**src/rtl/uctc_pkg.sv**
```systemverilog
// shared types, fault codes and helper functions for the utf8 text checker
// no dependencies
`timescale 1ns / 1ps

package uctc_pkg;

  localparam int CountBits = 16;
  localparam int CpBits    = 21;

  typedef enum logic [3:0] {
    FK_NONE        = 4'd0,
    FK_EMPTY       = 4'd1,
    FK_BAD_LEAD    = 4'd2,
    FK_BAD_CONT    = 4'd3,
    FK_TRUNC       = 4'd4,
    FK_OVERLONG    = 4'd5,
    FK_SURROGATE   = 4'd6,
    FK_ABOVE_MAX   = 4'd7,
    FK_LEAD_SPACE  = 4'd8,
    FK_TRAIL_SPACE = 4'd9,
    FK_NUL         = 4'd10
  } fault_kind_t;

  // one input request
  typedef struct packed {
    logic       has_byte;
    logic [7:0] data_byte;
    logic       end_of_text;
  } item_t;

  // one result request
  typedef struct packed {
    logic                 utf8_ok;
    logic                 canonical_ok;
    fault_kind_t          fault_kind;
    logic [CpBits-1:0]    first_code_point;
    logic [CpBits-1:0]    last_code_point;
    logic [CountBits-1:0] byte_count;
  } result_t;

  // unicode whitespace set
  function automatic logic is_white(input logic [CpBits-1:0] v);
    is_white = (v >= 21'h09 && v <= 21'h0d) || v == 21'h20 || v == 21'h85 ||
               v == 21'ha0 || v == 21'h1680 || (v >= 21'h2000 && v <= 21'h200a) ||
               v == 21'h2028 || v == 21'h2029 || v == 21'h202f || v == 21'h205f ||
               v == 21'h3000;
  endfunction

  // first fault wins
  function automatic fault_kind_t keep_first(input fault_kind_t cur, input fault_kind_t kind);
    keep_first = (cur == FK_NONE) ? kind : cur;
  endfunction

endpackage

```
**src/rtl/uctc_core.sv**
```systemverilog
// decoder state and single-pass step logic: one byte per cycle unless an end request waits on a full result register
// depends on uctc_pkg
`timescale 1ns / 1ps

module uctc_core import uctc_pkg::*; (
  input  logic    clk,
  input  logic    rst,
  input  logic    item_valid,
  input  item_t   item,
  input  logic    res_ready,
  output logic    pop,
  output logic    res_valid,
  output result_t res
);

  localparam logic [CountBits-1:0] CountMax = '1;

  logic [1:0]           pend,  pend_next;
  logic [2:0]           width, width_next;
  logic [CpBits-1:0]    part,  part_next;
  fault_kind_t          fault, fault_next;
  logic                 seen,  seen_next;
  logic [CpBits-1:0]    first, first_next;
  logic [CpBits-1:0]    last,  last_next;
  logic [CountBits-1:0] cnt,   cnt_next;
  logic                 bad,   bad_next;

  logic              cp_done;
  logic [CpBits-1:0] cp_val;
  logic [CpBits-1:0] shifted;
  logic [1:0]        pend_dec;
  logic [7:0]        b;

  // an end request needs room in the result register
  assign pop       = item_valid && (!item.end_of_text || res_ready);
  assign res_valid = pop && item.end_of_text;
  assign b         = item.data_byte;
  assign shifted   = {part[CpBits-7:0], b[5:0]};
  assign pend_dec  = pend - 2'd1;

  always_comb begin
    pend_next  = pend;
    width_next = width;
    part_next  = part;
    fault_next = fault;
    seen_next  = seen;
    first_next = first;
    last_next  = last;
    cnt_next   = cnt;
    bad_next   = bad;
    cp_done    = 1'b0;
    cp_val     = '0;
    res        = '0;

    if (pop && item.has_byte) begin
      if (cnt != CountMax) begin
        cnt_next = cnt + 1'b1;
      end
      if (!bad) begin
        if (pend == 2'd0) begin
          priority if (b <= 8'h7f) begin
            if (b == 8'h00) begin
              fault_next = keep_first(fault_next, FK_NUL);
            end
            cp_done = 1'b1;
            cp_val  = {{(CpBits-8){1'b0}}, b};
          end else if (b >= 8'hc2 && b <= 8'hdf) begin
            width_next = 3'd2;
            pend_next  = 2'd1;
            part_next  = {{(CpBits-5){1'b0}}, b[4:0]};
          end else if (b >= 8'he0 && b <= 8'hef) begin
            width_next = 3'd3;
            pend_next  = 2'd2;
            part_next  = {{(CpBits-4){1'b0}}, b[3:0]};
          end else if (b >= 8'hf0 && b <= 8'hf4) begin
            width_next = 3'd4;
            pend_next  = 2'd3;
            part_next  = {{(CpBits-3){1'b0}}, b[2:0]};
          end else begin
            bad_next   = 1'b1;
            pend_next  = 2'd0;
            fault_next = keep_first(fault_next, FK_BAD_LEAD);
          end
        end else if (b[7:6] != 2'b10) begin
          bad_next   = 1'b1;
          pend_next  = 2'd0;
          fault_next = keep_first(fault_next, FK_BAD_CONT);
        end else begin
          part_next = shifted;
          pend_next = pend_dec;
          if (pend_dec == 2'd0) begin
            // range checks once the sequence is complete
            priority if ((width == 3'd3 && shifted < 21'h800) ||
                         (width == 3'd4 && shifted < 21'h10000)) begin
              bad_next   = 1'b1;
              fault_next = keep_first(fault_next, FK_OVERLONG);
            end else if (shifted >= 21'hd800 && shifted <= 21'hdfff) begin
              bad_next   = 1'b1;
              fault_next = keep_first(fault_next, FK_SURROGATE);
            end else if (shifted > 21'h10ffff) begin
              bad_next   = 1'b1;
              fault_next = keep_first(fault_next, FK_ABOVE_MAX);
            end else begin
              cp_done = 1'b1;
              cp_val  = shifted;
            end
          end
        end
      end
    end

    if (cp_done) begin
      if (!seen) begin
        seen_next  = 1'b1;
        first_next = cp_val;
        if (is_white(cp_val)) begin
          fault_next = keep_first(fault_next, FK_LEAD_SPACE);
        end
      end
      last_next = cp_val;
    end

    if (res_valid) begin
      if (!bad_next && pend_next != 2'd0) begin
        bad_next   = 1'b1;
        fault_next = keep_first(fault_next, FK_TRUNC);
      end
      if (cnt_next == '0) begin
        fault_next = keep_first(fault_next, FK_EMPTY);
      end
      if (!bad_next && seen_next && is_white(last_next)) begin
        fault_next = keep_first(fault_next, FK_TRAIL_SPACE);
      end
      res.utf8_ok          = !bad_next;
      res.canonical_ok     = (fault_next == FK_NONE);
      res.fault_kind       = fault_next;
      res.first_code_point = first_next;
      res.last_code_point  = last_next;
      res.byte_count       = cnt_next;
      // back to the start for the next text
      pend_next  = '0;
      width_next = '0;
      part_next  = '0;
      fault_next = FK_NONE;
      seen_next  = 1'b0;
      first_next = '0;
      last_next  = '0;
      cnt_next   = '0;
      bad_next   = 1'b0;
    end
  end

  always_ff @(posedge clk) begin
    if (rst) begin
      pend  <= '0;
      width <= '0;
      part  <= '0;
      fault <= FK_NONE;
      seen  <= 1'b0;
      first <= '0;
      last  <= '0;
      cnt   <= '0;
      bad   <= 1'b0;
    end else begin
      pend  <= pend_next;
      width <= width_next;
      part  <= part_next;
      fault <= fault_next;
      seen  <= seen_next;
      first <= first_next;
      last  <= last_next;
      cnt   <= cnt_next;
      bad   <= bad_next;
    end
  end

endmodule

```
**config.mk**
```make
export PLATFORM = sky130hd
export DESIGN_NAME = uctc_core
export DESIGN_NICKNAME = d
export VERILOG_FILES = /design/src/rtl/uctc_pkg.sv /design/src/rtl/uctc_core.sv
export SDC_FILE = /design/constraint.sdc
export NUM_CORES = 1
export LEC_CHECK = 0
export ABC_AREA = 1
export BUFFER_PORTS_ARGS = -buffer_cell sky130_fd_sc_hd__buf_2
export CORE_ASPECT_RATIO = 0.75
export CORE_UTILIZATION = 53
export CTS_CLUSTER_SIZE = 8
export DETAILED_ROUTE_END_ITERATION = 7
export HOLD_SLACK_MARGIN = 0.03
export PLACE_DENSITY = 0.78
export SETUP_SLACK_MARGIN = 0.5
export SYNTH_ARGS = -nofsm -noshare
export SYNTH_HDL_FRONTEND = slang
export SYNTH_SLANG_ARGS = --single-unit
```
**constraint.sdc**
```tcl
create_clock -name clk -period 3.05 [get_ports clk]
set_input_delay 0.1525 -clock clk [delete_from_list [all_inputs] [get_ports clk]]
set_output_delay 0.1525 -clock clk [all_outputs]
set_load 0.005 [all_outputs]
```
==> run_summary.xml <==
<?xml version="1.0" encoding="UTF-8"?>
<metrics>
  <group name="critical_path">
    <metric name="worstReg2RegStart" unit="">part[12]</metric>
    <metric name="regToRegEndpoint" unit="">fault[3]</metric>
    <metric name="arrival_time_of_data_at_the_critical_path_endpoint" unit="ns">3.28</metric>
    <metric name="worstSetupEndpointType" unit="">output port</metric>
    <metric name="worst_path_largest_cell_delay" unit="ns">0.34</metric>
    <metric name="timing.setup.critical_path_class" unit="">register to output port</metric>
    <metric name="worst_path_max_delay_cell" unit="">dfxtp_2</metric>
    <metric name="critical_path.cell_chain" unit="">nor2_4 -&gt; nand2_2 -&gt; nor2_4 -&gt; nand2_1 -&gt; nand2_2 -&gt; nor2_4 -&gt; buf_4 -&gt; nand3_2 -&gt; nand3_2 -&gt; nor2_1 -&gt; nand2_1 -&gt; o21bai_1 -&gt; nand2_1 -&gt; nand2_1 -&gt; nand2_2 -&gt; nand3_4 -&gt; buf_4 -&gt; a21boi_4 -&gt; buf_4 -&gt; a21oi_2 -&gt; buf_2</metric>
    <metric name="worst-r2r-setup-slack" unit="ns">0.29</metric>
    <metric name="cell_repeated_most_along_the_worst_path" unit="">nand2_1</metric>
    <metric name="startpoint_class" unit="">register</metric>
    <metric name="worst-endpoint-required" unit="ns">2.90</metric>
    <metric name="maximum_fanout_encountered_on_the_critical_timing_path" unit="">5</metric>
    <metric name="r2r_cells" unit="">20</metric>
  </group>
  <group name="route">
    <metric name="post-route-drc-count" unit="">0</metric>
    <metric name="first_iter_violations" unit="">778</metric>
    <metric name="drt_pass1_iterations" unit="">7</metric>
    <metric name="routed-via-count" unit="">6719</metric>
    <metric name="top_layer" unit="">met4</metric>
    <metric name="drt_wl_total" unit="um">19600</metric>
    <metric name="wl_met3" unit="um">2240</metric>
    <metric name="drt-met1-wl" unit="um">8250</metric>
    <metric name="route.antenna.remaining_nets" unit="">0</metric>
    <metric name="wl_per_cell" unit="um">16.5</metric>
    <metric name="met2_wl" unit="um">8520</metric>
    <metric name="viasPerCell" unit="">5.65</metric>
  </group>
  <group name="layout">
    <metric name="layout-drive-gt1-share" unit="%">36.9</metric>
    <metric name="final_core_util" unit="%">78.7</metric>
    <metric name="instances_no_fill" unit="">1190</metric>
    <metric name="number_of_nets_in_the_layout" unit="">1070</metric>
    <metric name="fillers" unit="">688</metric>
    <metric name="syn2layout_area_growth" unit="%">43.5</metric>
    <metric name="antennaDiodeCount" unit="">0</metric>
    <metric name="cell_area_after_layout" unit="sq um">7630</metric>
  </group>
  <group name="sta">
    <metric name="final_min_period_over_clock_period" unit="%">113</metric>
    <metric name="final.setup.tns" unit="ns">-1.18</metric>
    <metric name="report.final.setup_viol" unit="">4</metric>
    <metric name="clock_skew" unit="ns">0.00588</metric>
    <metric name="fin_hold_viols" unit="">0</metric>
    <metric name="timing.final.max_slew_violations" unit="">0</metric>
    <metric name="slew-limit-headroom" unit="%">58.2</metric>
    <metric name="fmax" unit="GHz">0.291</metric>
    <metric name="transition_time_of_the_tightest_slew_check_pin" unit="ns">0.627</metric>
    <metric name="setup_ws" unit="ns">-0.381</metric>
    <metric name="setup_repair_after_global_routing_missed_its_margin" unit="">true</metric>
    <metric name="period_needed" unit="ns">3.43</metric>
    <metric name="hold_slack" unit="ns">0.137</metric>
  </group>
  <group name="run">
    <metric name="cap_viol_max_count" unit="">0</metric>
  </group>
  <group name="synth">
    <metric name="synthesis.nets" unit="">909</metric>
    <metric name="synthesis.area" unit="sq um">5320</metric>
    <metric name="yosysMostFrequentCell" unit="">nor2_1</metric>
    <metric name="synth.largest_area_cell" unit="">dfxtp_1</metric>
    <metric name="synth-seq-cells" unit="">84</metric>
    <metric name="synth_enable_flop_cells" unit="">0</metric>
    <metric name="synth_top_area_share" unit="%">31.6</metric>
    <metric name="synth_async_sr_flop_share" unit="%">0</metric>
    <metric name="synth_seq_area_share" unit="%">31.6</metric>
    <metric name="post_synth_main_area_contributors" unit="">dfxtp_1 (32%), nor2_1 (17%), nand2_1 (14%), inv_1 (6.5%), nand3_1 (5.9%)</metric>
    <metric name="ys_dominant_reg_cell" unit="">dfxtp_1</metric>
    <metric name="synthTopCellsByCount" unit="">nor2_1 (235), nand2_1 (198), inv_1 (92)</metric>
    <metric name="synthesis.area_per_instance" unit="sq um">5.96</metric>
    <metric name="synth_unique_cells" unit="">43</metric>
    <metric name="ys_warn_count" unit="">0</metric>
    <metric name="synthCells" unit="">892</metric>
  </group>
  <group name="cts">
    <metric name="clock_insertion_delay_worst_skew" unit="ns">0.35</metric>
    <metric name="cts.sinks" unit="">84</metric>
    <metric name="clk_root_buffer_cell" unit="">clkbuf_16</metric>
    <metric name="cts_made_buffers" unit="">9</metric>
    <metric name="clock_path_buffers" unit="">2</metric>
    <metric name="cts_htree_levels" unit="">3</metric>
    <metric name="cts_tree" unit="">yes</metric>
    <metric name="path_clk_slew" unit="ns">0.07</metric>
  </group>
  <group name="power">
    <metric name="power" unit="mW">2.59</metric>
    <metric name="vdd.ir_drop.worst" unit="V">0.000330</metric>
    <metric name="powerDensity" unit="nW/um^2">339</metric>
    <metric name="p_leak" unit="nW">3.62</metric>
  </group>
  <group name="placement">
    <metric name="place_ws" unit="ns">-0.157</metric>
    <metric name="routabilityCongestion" unit="">1.09</metric>
    <metric name="port-buffer-count" unit="">79</metric>
    <metric name="placement.cell_area" unit="sq um">6160</metric>
    <metric name="place_inst" unit="">1130</metric>
    <metric name="dp_hpwl" unit="um">12300</metric>
  </group>
  <group name="status">
    <metric name="failed_checks" unit="">negative setup slack</metric>
    <metric name="run_status" unit="">finished with violations</metric>
  </group>
  <group name="die">
    <metric name="design.die.area" unit="sq um">10400</metric>
    <metric name="rows" unit="">31</metric>
    <metric name="die_h" unit="um">88.8</metric>
    <metric name="die_width" unit="um">118</metric>
    <metric name="boundaryPins" unit="">80</metric>
    <metric name="core_region_area" unit="sq um">9700</metric>
    <metric name="starting_density_of_the_core" unit="%">54.9</metric>
  </group>
  <group name="min_path">
    <metric name="min_to" unit="">part[2]</metric>
    <metric name="hold_path_startpoint" unit="">item[3]</metric>
    <metric name="hold_path_class" unit="">primary input to register</metric>
    <metric name="hold_depth" unit="">3</metric>
  </group>
  <group name="grt">
    <metric name="grt_first_pass_wirelength" unit="um">27500</metric>
    <metric name="antenna_found_initial" unit="">0</metric>
    <metric name="grt_overflow_total" unit="">0</metric>
    <metric name="via_count_of_the_first_global_routing_pass" unit="">5480</metric>
    <metric name="gr_util_all_layers" unit="%">33.6</metric>
    <metric name="grt_start_max_net_pins" unit="">59</metric>
  </group>
</metrics>
[timing repair]
action | CTS | global route
endpoints found under the hold margin | 0 | 0
resized for setup | 114 | 123
pin swaps | 32 | 58
buffers inserted | 26 | 16
endpoints found under the setup margin | 31 | 37
cloned | 1 | 1
hold buffers | 0 | 0
[power breakdown]
part | internal, mW | switching, mW | total, mW
Clock | 0.568 | 0.494 | 1.06
Sequential | 1.11 | 0.00950 | 1.12
Combinational | 0.136 | 0.270 | 0.406
[area by class of cell]
class                   instances  area [sq um]  share of cell area (%)
flip-flops and latches         84          1710                    22.5
repair buffers                175          1190                    15.7
clock buffers                  10           229                    3.00
clock inverters                 6          53.8                   0.705
multi-input cells             676          3860                    50.5
well taps                     132           165                    2.16
inverters                     107           419                    5.49
[critical path: cells and delay by family, from the launching register on]
kind | cells | cell delay (ns)
AO/OA/AOI/OAI | 3 | 0.45
buffers and inverters | 4 | 0.55
flip-flops | 1 | 0.34
AND/OR/NAND/NOR | 14 | 1.57
[cells in the final DEF, fill, tap and decap left out, drive strengths merged, types with 11 or more instances in the layout]
| master | n |
|---|---|
| a21oi | 39 |
| xor2 | 11 |
| nor2 | 242 |
| o21ai | 36 |
| dfxtp | 84 |
| nand4 | 20 |
| nor3 | 21 |
| buf | 175 |
| nand3 | 69 |
| inv | 109 |
| nand2 | 207 |
[cells by family (layout without fill, tap and decap cells)]
family | after synthesis | count (layout) | synth area share, %
XOR/XNOR | 13 | 13 | 2.14
AND/OR/NAND/NOR | 564 | 566 | 45.3
adder cells (fa/ha/maj) | 3 | 3 | 0.706
AO/OA/AOI/OAI | 92 | 92 | 9.83
multiplexers | 2 | 2 | 0.376
buffers and inverters | 134 | 298 | 10.0
flip-flops | 84 | 84 | 31.6
[flip-flops by register name (all words and copies together) (netlist names)]
name,count
first,21
pend,2
seen,1
last,21
fault,4
cnt,16
bad,1
width,3
part,15
[worst max-delay path by stage]
stage	endpoint	start	cells past startpoint
after floorplan	res[61]	pend[0]	21
after global placement	res[61]	bad	20
after detailed placement	res[61]	pend[1]	20
after CTS	res[61]	part[12]	21
after global routing	res[62]	part[5]	21
final	res[61]	part[12]	21
[routing by layer]
metal / global-route usage (%) / vias up
li1: - / 3151
met3: 7.99 / 73
met2: 50.6 / 455
met1: 47.7 / 3040
met5: 0 / -
met4: 9.91 / 0
Power figures use the tool's default switching activity.
